`src/design/lnec_pkg.sv`:
```
// Package for the noise envelope channel: operation codes, register indexes,
// bus field widths and the period and length lookup tables.
// No dependencies; used by lfsr_noise_envelope_channel_unit.
package lnec_pkg;

  // Operation carried by each input item.
  typedef enum logic [2:0] {
    OP_REG_WRITE   = 3'd0,
    OP_TIMER_TICK  = 3'd1,
    OP_ENV_CLOCK   = 3'd2,
    OP_LEN_CLOCK   = 3'd3,
    OP_ENABLE      = 3'd4
  } op_t;

  // Register numbers for register writes.
  localparam logic [1:0] REG_CONTROL = 2'd0;
  localparam logic [1:0] REG_UNUSED  = 2'd1;
  localparam logic [1:0] REG_MODE    = 2'd2;
  localparam logic [1:0] REG_LENGTH  = 2'd3;

  localparam int OpW        = 3;
  localparam int InDataW    = 16;
  localparam int OutDataW   = 8;
  localparam int LfsrW      = 15;
  localparam int TimerW     = 12;

  localparam logic [3:0]        EnvDecayFull = 4'd15;
  localparam logic [LfsrW-1:0]  LfsrReset    = 15'd1;
  localparam logic [TimerW-1:0] TimerReloadReset = 12'd3;

  // Timer period table, returned already less one for use as a reload value.
  function automatic logic [TimerW-1:0] period_reload(input logic [3:0] idx);
    logic [TimerW-1:0] p;
    unique case (idx)
      4'd0:  p = 12'd4;
      4'd1:  p = 12'd8;
      4'd2:  p = 12'd16;
      4'd3:  p = 12'd32;
      4'd4:  p = 12'd64;
      4'd5:  p = 12'd96;
      4'd6:  p = 12'd128;
      4'd7:  p = 12'd160;
      4'd8:  p = 12'd202;
      4'd9:  p = 12'd254;
      4'd10: p = 12'd380;
      4'd11: p = 12'd508;
      4'd12: p = 12'd762;
      4'd13: p = 12'd1016;
      4'd14: p = 12'd2034;
      default: p = 12'd4068;
    endcase
    return p - 12'd1;
  endfunction

  // Length counter load table.
  function automatic logic [7:0] length_load(input logic [4:0] idx);
    logic [7:0] v;
    unique case (idx)
      5'd0:  v = 8'h0A;  5'd1:  v = 8'hFE;  5'd2:  v = 8'h14;  5'd3:  v = 8'h02;
      5'd4:  v = 8'h28;  5'd5:  v = 8'h04;  5'd6:  v = 8'h50;  5'd7:  v = 8'h06;
      5'd8:  v = 8'hA0;  5'd9:  v = 8'h08;  5'd10: v = 8'h3C;  5'd11: v = 8'h0A;
      5'd12: v = 8'h0E;  5'd13: v = 8'h0C;  5'd14: v = 8'h1A;  5'd15: v = 8'h0E;
      5'd16: v = 8'h0C;  5'd17: v = 8'h10;  5'd18: v = 8'h18;  5'd19: v = 8'h12;
      5'd20: v = 8'h30;  5'd21: v = 8'h14;  5'd22: v = 8'h60;  5'd23: v = 8'h16;
      5'd24: v = 8'hC0;  5'd25: v = 8'h18;  5'd26: v = 8'h48;  5'd27: v = 8'h1A;
      5'd28: v = 8'h10;  5'd29: v = 8'h1C;  5'd30: v = 8'h20;  default: v = 8'h1E;
    endcase
    return v;
  endfunction

endpackage

```
`src/design/lfsr_noise_envelope_channel_unit.sv`:
```
// Noise channel with 15-bit LFSR, programmable timer, envelope and length counter.
// Depends on lnec_pkg for operation codes and lookup tables.
//
//  Channel | Direction | Signals                          | Item
//  --------+-----------+----------------------------------+-------------------------------
//  s_*     | in        | s_tvalid s_tready s_tdata s_tuser| one operation (write/tick/...)
//  m_*     | out       | m_tvalid m_tready m_tdata        | sample and length status
//
// Each accepted item updates the channel state in the same cycle and its result
// appears in the output register on the next cycle; one item per cycle is taken unless stalled.
// The single output register sets the pace: s_tready is high whenever that
// register is empty or is being drained, so a stalled output holds the input.
// rst is synchronous, active high, and returns all state but the m_tdata payload to power-on values.
module lfsr_noise_envelope_channel_unit (
  input  logic                           clk,
  input  logic                           rst,
  input  logic                           s_tvalid,
  output logic                           s_tready,
  // [1:0] reg_index, [9:2] write_data, [10] enable_value, [15:11] zero
  input  logic [lnec_pkg::InDataW-1:0]   s_tdata,
  // [2:0] op
  input  logic [lnec_pkg::OpW-1:0]       s_tuser,
  output logic                           m_tvalid,
  input  logic                           m_tready,
  // [3:0] sample, [4] length_active, [7:5] zero
  output logic [lnec_pkg::OutDataW-1:0]  m_tdata
);
  import lnec_pkg::*;

  // Channel state.
  logic [LfsrW-1:0]  lfsr, lfsr_next;
  logic [TimerW-1:0] timer_count, timer_count_next;
  logic [TimerW-1:0] timer_reload, timer_reload_next;
  logic              short_mode, short_mode_next;
  logic              halt_loop, halt_loop_next;
  logic              constant_flag, constant_flag_next;
  logic [3:0]        env_period, env_period_next;
  logic [3:0]        env_divider, env_divider_next;
  logic [3:0]        env_decay, env_decay_next;
  logic              env_start, env_start_next;
  logic [3:0]        volume, volume_next;
  logic [7:0]        length_count, length_count_next;
  logic              length_enabled, length_enabled_next;

  logic [1:0] reg_index;
  logic [7:0] write_data;
  logic       enable_value;
  logic       accept;
  logic       feedback;
  logic [3:0] sample_next;

  assign reg_index    = s_tdata[1:0];
  assign write_data   = s_tdata[9:2];
  assign enable_value = s_tdata[10];

  assign s_tready = !m_tvalid || m_tready;
  assign accept   = s_tvalid && s_tready;

  // Feedback bit taps bit 1 in long mode and bit 6 in short mode.
  assign feedback = lfsr[0] ^ (short_mode ? lfsr[6] : lfsr[1]);

  // Next channel state for the operation of the current input item.
  always_comb begin
    lfsr_next           = lfsr;
    timer_count_next    = timer_count;
    timer_reload_next   = timer_reload;
    short_mode_next     = short_mode;
    halt_loop_next      = halt_loop;
    constant_flag_next  = constant_flag;
    env_period_next     = env_period;
    env_divider_next    = env_divider;
    env_decay_next      = env_decay;
    env_start_next      = env_start;
    volume_next         = volume;
    length_count_next   = length_count;
    length_enabled_next = length_enabled;

    unique case (op_t'(s_tuser))
      OP_REG_WRITE: begin
        unique case (reg_index)
          REG_CONTROL: begin
            halt_loop_next     = write_data[5];
            constant_flag_next = write_data[4];
            env_period_next    = write_data[3:0];
            volume_next        = write_data[4] ? write_data[3:0] : env_decay;
          end
          REG_MODE: begin
            short_mode_next   = write_data[7];
            timer_reload_next = period_reload(write_data[3:0]);
          end
          REG_LENGTH: begin
            env_start_next = 1'b1;
            if (length_enabled) begin
              length_count_next = length_load(write_data[7:3]);
            end
          end
          REG_UNUSED: begin
          end
        endcase
      end
      OP_TIMER_TICK: begin
        if (timer_count == '0) begin
          lfsr_next        = {feedback, lfsr[LfsrW-1:1]};
          timer_count_next = timer_reload;
        end else begin
          timer_count_next = timer_count - 1'b1;
        end
      end
      OP_ENV_CLOCK: begin
        if (env_start) begin
          env_start_next   = 1'b0;
          env_decay_next   = EnvDecayFull;
          env_divider_next = env_period;
        end else if (env_divider == 4'd0) begin
          env_divider_next = env_period;
          if (env_decay != 4'd0) begin
            env_decay_next = env_decay - 4'd1;
          end else if (halt_loop) begin
            env_decay_next = EnvDecayFull;
          end
        end else begin
          env_divider_next = env_divider - 4'd1;
        end
        volume_next = constant_flag ? env_period : env_decay_next;
      end
      OP_LEN_CLOCK: begin
        if (!halt_loop && length_count != 8'd0) begin
          length_count_next = length_count - 8'd1;
        end
      end
      OP_ENABLE: begin
        length_enabled_next = enable_value;
        if (!enable_value) begin
          length_count_next = 8'd0;
        end
      end
      default: begin
      end
    endcase
  end

  // Output level after the operation: silenced by the LFSR or an empty length.
  assign sample_next = (length_count_next != 8'd0 && !lfsr_next[0]) ? volume_next : 4'd0;

  // State registers, updated only on an accepted item.
  always_ff @(posedge clk) begin
    if (rst) begin
      lfsr           <= LfsrReset;
      timer_count    <= '0;
      timer_reload   <= TimerReloadReset;
      short_mode     <= 1'b0;
      halt_loop      <= 1'b0;
      constant_flag  <= 1'b0;
      env_period     <= 4'd0;
      env_divider    <= 4'd0;
      env_decay      <= 4'd0;
      env_start      <= 1'b0;
      volume         <= 4'd0;
      length_count   <= 8'd0;
      length_enabled <= 1'b0;
    end else if (accept) begin
      lfsr           <= lfsr_next;
      timer_count    <= timer_count_next;
      timer_reload   <= timer_reload_next;
      short_mode     <= short_mode_next;
      halt_loop      <= halt_loop_next;
      constant_flag  <= constant_flag_next;
      env_period     <= env_period_next;
      env_divider    <= env_divider_next;
      env_decay      <= env_decay_next;
      env_start      <= env_start_next;
      volume         <= volume_next;
      length_count   <= length_count_next;
      length_enabled <= length_enabled_next;
    end
  end

  // Output register: valid flag under reset, payload loaded on accept.
  always_ff @(posedge clk) begin
    if (rst) begin
      m_tvalid <= 1'b0;
    end else if (accept) begin
      m_tvalid <= 1'b1;
    end else if (m_tready) begin
      m_tvalid <= 1'b0;
    end
  end

  always_ff @(posedge clk) begin
    if (accept) begin
      m_tdata <= {3'b000, (length_count_next != 8'd0), sample_next};
    end
  end

  // The LFSR can never fall into the all-zero lockup state.
  a_lfsr_nonzero: assert property (@(posedge clk) disable iff (rst)
    lfsr != '0) else $error("LFSR reached zero");

  // A nonzero length count is only possible while the length is enabled.
  a_length_needs_enable: assert property (@(posedge clk) disable iff (rst)
    length_count != 8'd0 |-> length_enabled) else $error("length loaded while disabled");

  // In constant-volume mode the level always follows the envelope period.
  a_constant_volume: assert property (@(posedge clk) disable iff (rst)
    constant_flag |-> volume == env_period) else $error("constant volume mismatch");

  // An audible sample always comes with an active length status.
  a_sample_needs_length: assert property (@(posedge clk) disable iff (rst)
    m_tvalid && m_tdata[3:0] != 4'd0 |-> m_tdata[4]) else $error("sample without length");

  // Every accepted item leaves a result in the output register.
  a_accept_gives_result: assert property (@(posedge clk) disable iff (rst)
    accept |=> m_tvalid) else $error("accepted item produced no result");

endmodule

```
`config.mk`:
```
export PLATFORM = sky130hd
export DESIGN_NAME = lfsr_noise_envelope_channel_unit
export DESIGN_NICKNAME = d
export VERILOG_FILES = /design/src/design/lnec_pkg.sv /design/src/design/lfsr_noise_envelope_channel_unit.sv
export SDC_FILE = /design/constraint.sdc
export NUM_CORES = 1
export LEC_CHECK = 0
export BUFFER_PORTS_ARGS = -buffer_cell sky130_fd_sc_hd__buf_2
export CELL_PAD_IN_SITES_DETAIL_PLACEMENT = 1
export CELL_PAD_IN_SITES_GLOBAL_PLACEMENT = 1
export CORE_ASPECT_RATIO = 1.1
export CORE_UTILIZATION = 46
export CTS_BUF_LIST = sky130_fd_sc_hd__clkbuf_2
export DETAILED_ROUTE_END_ITERATION = 10
export PLACE_DENSITY = 0.88
export SLEW_MARGIN = 20
export SYNTH_ARGS = -nofsm -noshare
export SYNTH_HDL_FRONTEND = slang
export SYNTH_SLANG_ARGS = --single-unit
```
`constraint.sdc`:
```
create_clock -name clk -period 3.25 [get_ports clk]
set_input_delay 0.65 -clock clk [delete_from_list [all_inputs] [get_ports clk]]
set_output_delay 0.65 -clock clk [all_outputs]
set_load 0.005 [all_outputs]
```
==> impl_metrics.csv <==
group,metric,value,unit
timing,tightest_slew,741.3,ps
floorplanning,num_rows,36,
drt,wire_per_inst,17.62,µm
cts,cts_resized,0,
global_routing,grt-ovfl-total,0,
drt,vias_per_cell,6.086,
pwr,ir_drop,0.0001690,V
worst_setup_path,crit_path_start,"length_count[0]",
run_status,outcome,"finished, final reports clean",
hold_path,holdPathEnd,"m_tvalid",
worst_setup_path,arrival,2790,ps
timing,period_share,74.76,%
worst_setup_path,ff2ff_path_depth,9,
global_routing,antenna_found_initial,0,
drt,wirelength,12440,µm
place,place_area,0.004559,mm²
pwr,p_leak,0.001789,µW
finish,stdcell_count,706,
worst_setup_path,path_max_fanout,6,
drt,vias,4297,
finish,n_antenna_cell,0,
global_routing,grt_max_degree,32,
job,cap_violations,0,
worst_setup_path,r2r-start,"length_count[0]",
synthesis,synth_area_leaders,"dfxtp_1 31%, a21oi_1 6.9%, nand2_1 6.6%",
place,gp_congestion,0.8632,
timing,clock_skew,24.59,ps
worst_setup_path,critical_path_buf_inv_count,1,
hold_path,hold_class,"in -> reg",
global_routing,grtUsageTotal,25.81,%
synthesis,synth_most_common_cell,"nand2_1",
finish,area_growth,7.487,%
synthesis,yosys_register_bits,73,
synthesis,yosys_warnings,0,
cts,post_cts.repair.setup_buffers,0,
cts,numCtsBuffers,9,
place,dp_hpwl,9111,µm
cts,clk_pin_slew_worst_paths,220,ps
worst_setup_path,cp.required,3610,ps
cts,htree_levels,3,
timing,setup_tns,0,ps
timing,max_freq,411.6,MHz
worst_setup_path,r2r_end,"m_tdata[3]",
floorplanning,core-area,0.009054,mm²
worst_setup_path,cp_slowest_stage_delay,420,ps
synthesis,synth_top_cell_area_share,31.21,%
global_routing,grt_pass1_vias,4155,
drt,dr.pass1.iters,4,
synthesis,syn-cell-area,0.004362,mm²
floorplanning,die_area,0.009876,mm²
synthesis,postSynthCellCount,574,
finish,layout-drive-gt1-share,11.49,%
place,post-place-cells,691,
synthesis,synthDistinctLibCells,77,
drt,drc,0,
hold_path,min_path_cells,3,
cts,cts.sinks,73,
floorplanning,die_h,104.1,µm
floorplanning,initial_utilization,48.18,%
cts,cts_hold_buffers,0,
synthesis,async_flop_share,0,%
worst_setup_path,r2r_slack,820,ps
synthesis,synthTopCellsByCount,"77 x nand2_1, 71 x nor2_1, 68 x dfxtp_1",
synthesis,synth_seq_area_share,34.65,%
timing,rsz0062_at_grt,"no",
synthesis,ys.flop_type,"dfxtp_1",
timing,finalMaxSlewViolations,0,
global_routing,grt_pass1_wl,20110,µm
finish,nets,624,
floorplanning,pin_count,33,
drt,ant_nets,0,
drt,drt-initial-drc-count,216,
finish,design_area,0.004688,mm²
timing,fin_crit,2430,ps
floorplanning,die_w,94.85,µm
cts,clock-root-buffer,"clkbuf_2",
cts,clk_latency,560,ps
timing,hold_viol,0,
pwr,cellPowerDensity,392.8,mW/mm²
worst_setup_path,critPathLaunchType,"flop",
worst_setup_path,critPathKind,"reg -> reg",
synthesis,synth_area_leader_cell,"dfxtp_1",
cts,cts_buffer_depth,2,
worst_setup_path,slowest_stage,"dfxtp_1",
worst_setup_path,crit_chain,"inv_1 > ha_1 > nor4b_4 > nor4b_1 > o21ai_0 > o211ai_1 > nor4_2 > and4_4 > and3b_1",
synthesis,syn_avg_cell_area,7.599,µm²
place,port_buffers,24,
timing,slew_headroom,50.20,%
cts,cts_tree,"built",
synthesis,synth_edf_count,5,
worst_setup_path,crit_family,"simple AND/OR/NAND/NOR gates",
worst_setup_path,worstSetupEndpointType,"flop",
hold_path,worstHoldStart,"s_tvalid",
timing,setup_viol,0,
[worst max path at each step]
stage / endpoint / slack, ps / cells past startpoint
final: m_tdata[3] / 820 / 9
after global routing: m_tdata[2] / 580 / 9
after global placement: m_tdata[3] / 400 / 9
after detailed placement: m_tdata[3] / 380 / 9
after floorplan: m_tdata[3] / 440 / 9
after CTS: m_tdata[3] / 840 / 9
[kinds of logic (layout without fill, tap and decap cells)]
family / count (synthesis) / after routing / share of synthesized area (%)
and+or+nand+nor: 238 / 238 / 26.97
DFF: 73 / 73 / 34.65
buffers and inverters: 59 / 75 / 5.881
xor gates and xnor gates: 4 / 4 / 0.8034
other: 1 / 3 / 0.08598
AOI/OAI and AO/OA: 175 / 175 / 25.30
adders and majority gates: 13 / 13 / 3.729
muxes: 11 / 11 / 2.582
[power by group]
part	switching [µW]	total, µW	leakage (µW)	internal (µW)
combinational	204	311	0.00112	108
clock	348	593	0.0000714	246
sequential	14.5	937	0.000600	922
[flip-flops by register name, summed over array words and instances (netlist names), 4 cells and up]
name and cells:
env_decay 4, env_divider 4, env_period 4, length_count 8
lfsr 15, m_tdata 5, timer_count 12, timer_reload 11
volume 4
[through the flow]
stage | hold WS, ps | utilization, % | worst slack, ps | power (µW)
after detailed placement | 444.4 | 50.36 | 380.4 | 1262
after global routing | 295.2 | 51.78 | 580.2 | 1917
after floorplan | 428.7 | - | 435.3 | 1174
after CTS | 294.3 | 51.78 | 838.6 | 1849
after global placement | 436.8 | 50.36 | 396.0 | 1246
final | 328.6 | 51.78 | 820.4 | 1841
[placed cells by master, fill, tap and decap left out, types with 3 or more instances in the layout]
cell type,instances
and2_1,4
a21o_1,3
nand2_1,77
nand3_1,14
nor2_1,71
a21boi_0,4
o21ai_0,34
a21oi_1,60
nor2b_1,3
nand2b_1,6
conb_1,3
dfxtp_1,68
a31oi_1,7
a22oi_1,9
nor4_1,4
nor3_1,25
nor4b_1,3
o211ai_1,7
ha_1,13
mux2i_1,9
edfxtp_1,5
buf_2,24
clkbuf_2,9
a211oi_1,14
inv_1,23
buf_4,13
or2_2,3
o31ai_1,4
o22ai_1,6
[layout make-up]
class                   instances  area, µm²
fillers                      1154       4365
multi-input cells             444       2601
flip-flops and latches         73       1511
repair buffers                 37      217.7
well taps                     114      142.6
inverters                      23      86.33
clock inverters                 6      83.83
clock buffers                   9      45.04
[worst register-to-register path, stage by stage (launching register included)]
cell and delay, ps:
dfxtp_1 420, inv_1 130, ha_1 210, nor4b_4 330
nor4b_1 110, o21ai_0 190, o211ai_1 190, nor4_2 170
and4_4 290, and3b_1 190
[metal layers]
| metal | vias up | part of all wire (%) | track usage, % |
|---|---|---|---|
| met5 | - | 0 | 0 |
| met4 | 0 | 1.6 | 8.333 |
| met3 | 17 | 3.1 | 4.240 |
| met2 | 81 | 50 | 43.53 |
| met1 | 2113 | 45 | 33.03 |
| li1 | 2086 | - | - |
Note: power is estimated with default switching activity, not from simulation.
